==> src/rtl/isd_pkg.sv <==
package isd_pkg;

    localparam int unsigned DeltaW = 24;
    localparam int unsigned TimeW  = 32;
    localparam int unsigned MsW    = 16;
    localparam int unsigned RunW   = 4;
    localparam int unsigned IdxW   = 2;

    typedef enum logic [IdxW-1:0] {
        REG_EXIT_TIMEOUT = 2'd0,
        REG_BUILD_WINDOW = 2'd1,
        REG_RUN_LENGTH   = 2'd2
    } t_reg_idx;

    localparam logic [MsW-1:0]  ExitTimeoutReset = 16'd100;
    localparam logic [MsW-1:0]  BuildWindowReset = 16'd80;
    localparam logic [RunW-1:0] RunLengthReset   = 4'd4;
    localparam logic [RunW-1:0] RunLengthMin     = 4'd2;

    typedef struct packed {
        logic [MsW-1:0]  exit_timeout_ms;
        logic [MsW-1:0]  build_window_ms;
        logic [RunW-1:0] run_length;
    } t_cfg;

    typedef struct packed {
        logic              inertia_active;
        logic [RunW-1:0]   run_count;
        logic [DeltaW-1:0] last_magnitude;
        logic              last_positive;
        logic [TimeW-1:0]  last_time;
    } t_state;

    localparam t_state StateReset = '{
        inertia_active: 1'b0,
        run_count:      '0,
        last_magnitude: '0,
        last_positive:  1'b1,
        last_time:      '0
    };

endpackage

==> src/rtl/isd_classify.sv <==
module isd_classify (
    input  isd_pkg::t_cfg                     i_cfg,
    input  isd_pkg::t_state                   i_state,
    input  logic signed [isd_pkg::DeltaW-1:0] i_delta,
    input  logic [isd_pkg::TimeW-1:0]         i_timestamp_ms,
    output isd_pkg::t_state                   o_state,
    output logic                              o_is_inertial
);

    logic                          pos;
    logic [isd_pkg::DeltaW-1:0]    mag;
    logic [isd_pkg::TimeW-1:0]     gap;
    logic                          same_dir;
    logic                          shrinks;
    logic [isd_pkg::RunW-1:0]      count_inc;
    logic [isd_pkg::RunW-1:0]      target;
    isd_pkg::t_state               restart;

    always_comb begin
        pos      = ~i_delta[isd_pkg::DeltaW-1];
        // most negative delta negates to 2^23, still fits unsigned
        mag      = pos ? i_delta : (~i_delta + 1'b1);
        gap      = i_timestamp_ms - i_state.last_time;
        same_dir = (pos == i_state.last_positive);
        shrinks  = (mag < i_state.last_magnitude);
        count_inc = i_state.run_count + 1'b1;
        target   = (i_cfg.run_length < isd_pkg::RunLengthMin) ?
                   isd_pkg::RunLengthMin : i_cfg.run_length;

        restart.inertia_active = 1'b0;
        restart.run_count      = {{(isd_pkg::RunW-1){1'b0}}, 1'b1};
        restart.last_magnitude = mag;
        restart.last_positive  = pos;
        restart.last_time      = i_timestamp_ms;

        o_state       = i_state;
        o_is_inertial = 1'b0;

        if (i_delta == '0) begin
            o_is_inertial = 1'b1;
        end else if (i_state.inertia_active) begin
            if (!same_dir || !shrinks ||
                gap > {{(isd_pkg::TimeW-isd_pkg::MsW){1'b0}}, i_cfg.exit_timeout_ms}) begin
                o_state = restart;
            end else begin
                o_state.last_time = i_timestamp_ms;
                o_is_inertial     = 1'b1;
            end
        end else if (i_state.run_count != '0 && same_dir && shrinks &&
                     gap <= {{(isd_pkg::TimeW-isd_pkg::MsW){1'b0}},
                             i_cfg.build_window_ms}) begin
            o_state.last_magnitude = mag;
            o_state.last_time      = i_timestamp_ms;
            o_state.run_count      = count_inc;
            if (count_inc == target) begin
                o_state.inertia_active = 1'b1;
                o_is_inertial          = 1'b1;
            end
        end else begin
            o_state = restart;
        end
    end

endmodule

==> src/rtl/inertia_scroll_detector.sv <==
// Scroll inertia classifier. Takes one event per clock when the output is not
// stalled and returns one is_inertial flag per event. The flag is held in the
// result register while the output is stalled. Events pass an input register,
// then the combinational compare/update logic writes the tracking state and the
// result register in the same clock, so the next event sees the updated state at
// once. A zero delta always reports inertial and leaves the state alone.
// Config writes are registered and must only be issued while idle.
module inertia_scroll_detector (
    input  logic                              i_clk,
    input  logic                              i_rst_n,
    input  logic                              i_cfg_we,
    input  logic [isd_pkg::IdxW-1:0]          i_cfg_index,
    input  logic [isd_pkg::MsW-1:0]           i_cfg_data,
    input  logic                              i_in_valid,
    output logic                              o_in_stall,
    input  logic signed [isd_pkg::DeltaW-1:0] i_delta,
    input  logic [isd_pkg::TimeW-1:0]         i_timestamp_ms,
    output logic                              o_out_valid,
    input  logic                              i_out_stall,
    output logic                              o_is_inertial
);

    isd_pkg::t_cfg                   r_cfg;
    isd_pkg::t_state                 r_state;
    isd_pkg::t_state                 n_state;
    logic                            r_in_valid;
    logic signed [isd_pkg::DeltaW-1:0] r_delta;
    logic [isd_pkg::TimeW-1:0]       r_timestamp_ms;
    logic                            r_out_valid;
    logic                            r_is_inertial;
    logic                            n_is_inertial;
    logic                            advance;
    logic                            in_accept;

    assign advance     = !r_out_valid || !i_out_stall;
    assign o_in_stall  = r_in_valid && !advance;
    assign in_accept   = i_in_valid && !o_in_stall;
    assign o_out_valid = r_out_valid;
    assign o_is_inertial = r_is_inertial;

    always_ff @(posedge i_clk) begin
        if (!i_rst_n) begin
            r_cfg.exit_timeout_ms <= isd_pkg::ExitTimeoutReset;
            r_cfg.build_window_ms <= isd_pkg::BuildWindowReset;
            r_cfg.run_length      <= isd_pkg::RunLengthReset;
        end else if (i_cfg_we) begin
            case (i_cfg_index)
                isd_pkg::REG_EXIT_TIMEOUT: r_cfg.exit_timeout_ms <= i_cfg_data;
                isd_pkg::REG_BUILD_WINDOW: r_cfg.build_window_ms <= i_cfg_data;
                isd_pkg::REG_RUN_LENGTH:
                    r_cfg.run_length <= i_cfg_data[isd_pkg::RunW-1:0];
                default: ;
            endcase
        end
    end

    isd_classify u_classify (
        .i_cfg          (r_cfg),
        .i_state        (r_state),
        .i_delta        (r_delta),
        .i_timestamp_ms (r_timestamp_ms),
        .o_state        (n_state),
        .o_is_inertial  (n_is_inertial)
    );

    always_ff @(posedge i_clk) begin
        if (!i_rst_n) begin
            r_in_valid  <= 1'b0;
            r_out_valid <= 1'b0;
            r_state     <= isd_pkg::StateReset;
        end else begin
            if (in_accept) begin
                r_in_valid <= 1'b1;
            end else if (advance) begin
                r_in_valid <= 1'b0;
            end
            if (advance) begin
                r_out_valid <= r_in_valid;
                if (r_in_valid) begin
                    r_state <= n_state;
                end
            end
        end
    end

    always_ff @(posedge i_clk) begin
        if (in_accept) begin
            r_delta        <= i_delta;
            r_timestamp_ms <= i_timestamp_ms;
        end
        if (advance && r_in_valid) begin
            r_is_inertial <= n_is_inertial;
        end
    end

endmodule

==> config.mk <==
export PLATFORM = sky130hd
export DESIGN_NAME = inertia_scroll_detector
export DESIGN_NICKNAME = d
export VERILOG_FILES = /design/src/rtl/isd_pkg.sv /design/src/rtl/isd_classify.sv /design/src/rtl/inertia_scroll_detector.sv
export SDC_FILE = /design/constraint.sdc
export NUM_CORES = 1
export LEC_CHECK = 0
export BUFFER_PORTS_ARGS = -buffer_cell sky130_fd_sc_hd__buf_2
export CAP_MARGIN = 20
export CORE_ASPECT_RATIO = 0.7
export CORE_MARGIN = 8
export CORE_UTILIZATION = 60
export CTS_BUF_LIST = sky130_fd_sc_hd__clkbuf_16
export DETAILED_ROUTE_END_ITERATION = 16
export PLACE_DENSITY = 0.8
export RECOVER_POWER = 25
export SLEW_MARGIN = 20
export SYNTH_ARGS = -nofsm -noshare
export SYNTH_HDL_FRONTEND = slang
export SYNTH_SLANG_ARGS = --single-unit
==> constraint.sdc <==
create_clock -name i_clk -period 6.1 [get_ports i_clk]
set_input_delay 1.22 -clock i_clk [delete_from_list [all_inputs] [get_ports i_clk]]
set_output_delay 1.22 -clock i_clk [all_outputs]
set_load 0.05 [all_outputs]
==> results of run 1 <==
==> path summary, 6_finish.rpt <==
kind	startpoint	to	slack (ns)	cells after the start
setup / recovery	r_delta[8]	r_state[35]	0.32	18
setup reg to reg	r_delta[8]	r_state[35]	0.32	18
hold / removal	r_state[14]	r_state[14]	0.45	2
hold reg to reg	r_state[14]	r_state[14]	0.45	2
==> cells in the mapped netlist (5+ instances only) <==
cell and n:
mux2i_1 10, or3_1 8, o211ai_1 15, o31ai_1 10, a21o_1 15, buf_4 5, nor2_1 43, nand4_1 23
edfxtp_1 57, nor4_1 6, nor2b_1 11, a211oi_1 30, o21ai_0 35, nand2_1 180, buf_2 15, nor3_1 36
o211a_1 6, o2111ai_1 5, ha_1 89, nand2b_1 10, nand3_1 12, xor2_1 8, a21oi_1 105, clkbuf_1 24
o21a_1 10, a31oi_1 5, and3_1 6, inv_1 102, xnor2_1 37, dfxtp_1 100
==> state kept, by name (all words and copies together) (netlist names) <==
signal          count
r_timestamp_ms     32
r_in_valid          1
r_cfg              36
o_is_inertial       1
r_state            62
r_delta            24
o_out_valid         1
==> worst register-to-register path: stages, from the launching register on <==
cell,delay [ns]
edfxtp_1,0.46
or4_4,0.60
or4_4,0.43
or3_1,0.36
nand2b_1,0.22
o31ai_1,0.29
xnor2_1,0.18
ha_1,0.28
nand4_1,0.15
nor2_1,0.08
a2111oi_2,0.47
nand3_1,0.11
or4b_1,0.53
and4bb_1,0.26
nand4_1,0.18
nor4bb_4,0.34
buf_4,0.34
nor3_1,0.10
a211oi_1,0.28
==> cell usage in the layout (no fill, tap or decap), types with 15 or more instances in the layout <==
cell,netlist,final
nor3_1,36,36
edfxtp_1,57,57
a211oi_1,30,30
nand4_1,23,23
o21ai_0,35,35
buf_2,15,81
o211ai_1,15,15
xnor2_1,37,37
ha_1,89,89
a21oi_1,105,105
clkbuf_16,0,17
inv_1,102,103
a21o_1,15,15
nor2_1,43,43
nand2_1,180,179
dfxtp_1,100,100
==> power by group <==
group | internal [mW] | switching (mW)
logic | 0.242 | 0.359
clock network | 0.601 | 0.442
registers | 1.14 | 0.0339
==> metrics by stage <==
step / hold WS (ns) / instances / total power [mW] / instance area (um^2)
after floorplan: 0.4363 / 1105 / 1.628 / 9594
after global placement: 0.4430 / 1344 / 1.764 / 10090
after detailed placement: 0.4479 / 1344 / 1.786 / 10100
after CTS: 0.4562 / 1376 / 2.830 / 10670
after global routing: 0.4679 / 1376 / 2.960 / 10680
final: 0.4540 / 1376 / 2.821 / 10680
==> layout make-up <==
| type | instances | share of cell area [%] |
|---|---|---|
| clock inverters | 15 | 1.395 |
| inverters | 103 | 3.633 |
| multi-input cells | 797 | 49.64 |
| flip-flops and latches | 157 | 34.78 |
| repair buffers | 87 | 4.219 |
| well taps | 200 | 2.344 |
| clock buffers | 17 | 3.985 |
==> logic make-up (layout without fill, tap and decap cells) <==
group                      count (synthesis)  after routing  synth area share [%]
and+or+nand+nor                          366            366                 18.22
AOI/OAI and AO/OA                        285            285                 19.51
DFF                                      157            157                 38.71
buffers and inverters                    151            222                 6.482
adders and majority gates                 90             90                 11.82
xor gates and xnor gates                  45             45                 4.108
muxes                                     11             11                 1.161
==> layer usage <==
metal | track usage, % | part of all wire, % | up-vias
met2 | 36.20 | 43 | 324
met5 | 0 | 0 | -
li1 | - | - | 4061
met4 | 5.781 | 1.1 | 0
met3 | 6.012 | 8.1 | 29
met1 | 30.46 | 48 | 3817
==> what timing repair did <==
| action | CTS | global route |
|---|---|---|
| endpoints found under the setup margin | 0 | 2 |
| gates resized for setup | 0 | 1 |
| endpoints found under the hold margin | 0 | 0 |
==> reports/results.ini, run 1 <==
[yosys]
ys_seq_area_share_pct = 38.71
async_flop_share_pct = 0
synth_edf_count = 57
ys.flop_type = dfxtp_1
yosys_warnings = 0
synth_area_leaders = dfxtp_1, edfxtp_1, ha_1, nand2_1, a21oi_1
synth_cell_types = 82
yosysTopAreaCell = dfxtp_1
syn_nets = 1274
avgSynthCellArea_um2 = 8.683
synthCells = 1105
synth_seq_cells = 157
synth_top_area_share_pct = 20.87
syn-cell-area_um2 = 9594

[global_routing]
antenna_found_initial = 0
grt_pass1_wl_mm = 38.19
grt_remaining_overflow = 0
grt_max_degree = 61
track_usage_pct = 22.71
first_global_vias = 8036

[route]
dr.pass1.iters = 5
via_per_inst = 5.982
antenna_left = 0
vias = 8231
first_iter_violations = 669
drc_errors = 0
wl_mm = 22.79
wl_per_cell_um = 16.56

[floorplanning]
start_util_pct = 61.71
coreArea_um2 = 15550
die_w_um = 167.1
die_height_um = 121.8
io_pins = 82
num_rows = 38
fp.dieArea_um2 = 20360

[clock_network]
cts_tree = yes
post_cts_buffers = 0
path_clk_slew_ns = 0.07
clk_latency_ns = 0.43
clockRootBuffer = clkbuf_16
ctsHtreeMaxLevel = 4
numClockSinks = 157
clk_path_buf_depth = 2
cts_made_buffers = 17
ctsHoldBuffers = 0

[worst_setup_path]
worstPathArrival_ns = 6.09
critPathBufInv = 1
cpMaxStageDelayCell = or4_4
worstSetupEndpointType = register
crit_chain = or4_4 > or4_4 > or3_1 > nand2b_1 > o31ai_1 > xnor2_1 > ha_1 > nand4_1 > nor2_1 > a2111oi_2 > nand3_1 > or4b_1 > and4bb_1 > nand4_1 > nor4bb_4 > buf_4 > nor3_1 > a211oi_1
crit_family = simple AND/OR/NAND/NOR gates
critPathLaunchType = register
path_class = reg -> reg
critical_path_required_ns = 6.41
max_stage_delay_ns = 0.60
path_max_fanout = 26

[power]
p_leak_nw = 4.195
power_density_nw_per_um2 = 264.2
ir_drop_mv = 0.1716

[layout]
final-seq-area_um2 = 3714
syn_to_final_growth_pct = 11.28
drive_above_1_share_pct = 11.90
nets = 1332
utilization_pct = 68.67
multi_input_area_um2 = 5300
antenna_cells = 0
fillers = 1213

[sta]
min_period_over_period_pct = 94.70
clock.fmax_ghz = 0.1731
final.setup.tns_ns = 0
finalSetupViolCount = 0
fin_crit_ns = 5.777
rsz0062_at_grt = false
hold_viol = 0
relSlewSlack_pct = 38.21
fin_worst_skew_ns = 0.009051
worst_pin_slew_ns = 0.9269
slew_viol_final = 0
fin_ws_ns = 0.3234

[placement]
finalWeightedCongestion = 0.9352
port_buffers = 81
place_ws_ns = 0.3326
hpwl_mm = 16.69

[job]
drv_cap = 0

[run_status]
status = complete, no violations

[worst_hold_path]
min_path_type = reg -> reg

No activity file was read; power rests on OpenSTA's default activity.
==> inputs of run 2 (changes only) <==
--- a/config.mk
+++ b/config.mk
@@ -9,10 +9,11 @@
 export CAP_MARGIN = 20
 export CORE_ASPECT_RATIO = 0.7
 export CORE_MARGIN = 8
-export CORE_UTILIZATION = 60
+export CORE_UTILIZATION = 61
 export CTS_BUF_LIST = sky130_fd_sc_hd__clkbuf_16
 export DETAILED_ROUTE_END_ITERATION = 16
-export PLACE_DENSITY = 0.8
+export GPL_ROUTABILITY_DRIVEN = 0
+export PLACE_DENSITY = 0.81
 export RECOVER_POWER = 25
 export SLEW_MARGIN = 20
 export SYNTH_ARGS = -nofsm -noshare
==> run 2 against run 1 <==
Register-to-register slack worse by 0.08 ns. Clock-buffer cell count stayed put. Global-route usage is 0.33 points higher. Worst hold slack better by 0.0011 ns. Flip-flop and latch count stayed put. Final cell count stayed put. Largest power group unchanged. Total power is 1.7% higher. Design area is 0.20% higher. Die area is 1.5% lower. Routed wire length is 0.91% higher.
==> reports/results.ini, run 2 (synthesis results as in run 1) <==
[floorplanning]
die_w_um = 165.9  ; was 167.1 um
coreArea_um2 = 15450  ; was 15550 um^2
io_pins = 82  ; unchanged
die_height_um = 120.9  ; was 121.8 um
fp.dieArea_um2 = 20060  ; was 20360 um^2
start_util_pct = 62.09  ; was 61.71%
num_rows = 38  ; unchanged

[clock_network]
clockRootBuffer = clkbuf_16  ; unchanged
numClockSinks = 157  ; unchanged
path_clk_slew_ns = 0.06  ; was 0.07 ns
ctsHtreeMaxLevel = 4  ; unchanged
cts_resized = 0  ; unchanged
cts_tree = yes  ; unchanged
post_cts_buffers = 0  ; unchanged
cts_made_buffers = 17  ; unchanged
clk_latency_ns = 0.42  ; was 0.43 ns
clk_path_buf_depth = 2  ; unchanged
ctsHoldBuffers = 0  ; unchanged

[sta]
hold_viol = 0  ; unchanged
relSlewSlack_pct = 42.45  ; was 38.21%
fin_ws_ns = 0.2441  ; was 0.3234 ns
final.setup.tns_ns = 0  ; unchanged
slew_viol_final = 0  ; unchanged
fin_worst_skew_ns = 0.01120  ; was 0.009051 ns
clock.fmax_ghz = 0.1708  ; was 0.1731 GHz
worst_pin_slew_ns = 0.8632  ; was 0.9269 ns
rsz0062_at_grt = false  ; unchanged
fin_crit_ns = 5.856  ; was 5.777 ns
finalSetupViolCount = 0  ; unchanged
min_period_over_period_pct = 96.00  ; was 94.70%

[power]
power_density_nw_per_um2 = 268.2  ; was 264.2 nW/um^2
ir_drop_mv = 0.2112  ; was 0.1716 mV
p_leak_nw = 4.210  ; was 4.195 nW
p_total_mw = 2.869  ; was 2.821 mW

[worst_hold_path]
min_path_type = reg -> reg  ; unchanged

[worst_setup_path]
critPathBufInv = 1  ; unchanged
critPathLaunchType = register  ; unchanged
critical_path_required_ns = 6.44  ; was 6.41 ns
worstSetupEndpointType = register  ; unchanged
path_class = reg -> reg  ; unchanged
path_max_fanout = 26  ; unchanged
cpMaxStageDelayCell = or4_4  ; unchanged
crit_chain = or4_4 > or4_4 > or3_4 > nand2b_4 > o41ai_1 > xnor2_1 > ha_1 > nand4_1 > nor2_1 > a2111oi_2 > nand3_1 > or4b_1 > and4bb_1 > nand4_1 > nor4bb_4 > nand2b_1 > buf_4 > mux2i_1  ; was or4_4 > or4_4 > or3_1 > nand2b_1 > o31ai_1 > xnor2_1 > ha_1 > nand4_1 > nor2_1 > a2111oi_2 > nand3_1 > or4b_1 > and4bb_1 > nand4_1 > nor4bb_4 > buf_4 > nor3_1 > a211oi_1
max_stage_delay_ns = 0.58  ; was 0.60 ns
crit_family = simple AND/OR/NAND/NOR gates  ; unchanged
worstPathArrival_ns = 6.19  ; was 6.09 ns

[global_routing]
grt_pass1_wl_mm = 38.73  ; was 38.19 mm
grt_max_degree = 61  ; unchanged
antenna_found_initial = 0  ; unchanged
grt_remaining_overflow = 0  ; unchanged
first_global_vias = 8063  ; was 8036
track_usage_pct = 23.04  ; was 22.71%

[placement]
hpwl_mm = 16.42  ; was 16.69 mm
port_buffers = 81  ; unchanged
dpl.cell_count = 1344  ; unchanged
placed_area_um2 = 10100  ; unchanged
place_ws_ns = 0.4300  ; was 0.3326 ns

[layout]
nets = 1332  ; unchanged
layout_commonest_cell = nand2_1  ; unchanged
final_cells = 1376  ; unchanged
largest-register = r_state  ; unchanged
antenna_cells = 0  ; unchanged
largest_reg_flops = 62  ; unchanged
syn_to_final_growth_pct = 11.50  ; was 11.28%
fillers = 1202  ; was 1213
fin_area_um2 = 10700  ; was 10680 um^2
drive_above_1_share_pct = 11.82  ; was 11.90%
reg_top3 = r_state (62), r_cfg (36), r_timestamp_ms (32)  ; unchanged
final_cell_mix = nand2_1, inv_1, a21oi_1  ; was nand2_1, a21oi_1, inv_1

[route]
drc_errors = 0  ; unchanged
via_per_inst = 6.053  ; was 5.982
dr.pass1.iters = 6  ; was 5
wl_per_cell_um = 16.71  ; was 16.56 um
first_iter_violations = 756  ; was 669
wl_mm = 23.00  ; was 22.79 mm
antenna_left = 0  ; unchanged
vias = 8329  ; was 8231

[run_status]
status = complete, no violations  ; unchanged

[job]
drv_cap = 0  ; unchanged

[run 2: where the power goes]
part | internal, mW | switching [mW] | total [mW]
logic | 0.241 | 0.359 | 0.599
clock network | 0.644 | 0.450 | 1.09
registers | 1.14 | 0.0330 | 1.18
total | 2.03 | 0.842 | 2.87
[run 2: layer usage]
metal  share of wire [%]  track usage [%]
met1                  47            30.90
met2                  44            37.32
met3                 6.9            5.200
met4                 1.3            5.772
met5                   0                0
[run 2: worst paths after layout]
path	start	endpoint	slack (ns)	cells past startpoint
setup / recovery	r_delta[8]	r_state[56]	0.24	18
hold / removal	r_cfg[30]	r_cfg[30]	0.46	2
setup reg to reg	r_delta[8]	r_state[56]	0.24	18
hold reg to reg	r_cfg[30]	r_cfg[30]	0.46	2
[run 2: cell type report]
cell class | count | area [um^2] | share of cell area (%)
Tap cell | 200 | 250.2 | 2.339
Clock inverter | 15 | 172.7 | 1.614
Multi-Input combinational cell | 797 | 5294 | 49.49
Timing Repair Buffer | 87 | 454.2 | 4.246
Sequential cell | 157 | 3714 | 34.71
Clock buffer | 17 | 425.4 | 3.977
Inverter | 103 | 387.9 | 3.626
[run 2: per-stage QoR]
stage          hold WS, ns  util [%]
2_1_floorplan       0.4363         -
4_1_cts             0.4549     69.21
3_5_place_dp        0.4463     65.34
6_report            0.4550     69.23
5_1_grt             0.4662     69.23
3_3_place_gp        0.4420     65.30
[run 2: worst register-to-register path, stage by stage (launching register included)]
cell       delay (ns)
edfxtp_1         0.44
or4_4            0.58
or4_4            0.43
or3_4            0.36
nand2b_4         0.16
o41ai_1          0.38
xnor2_1          0.20
ha_1             0.28
nand4_1          0.14
nor2_1           0.08
a2111oi_2        0.50
nand3_1          0.13
or4b_1           0.56
and4bb_1         0.27
nand4_1          0.17
nor4bb_4         0.38
nand2b_1         0.16
buf_4            0.31
mux2i_1          0.26
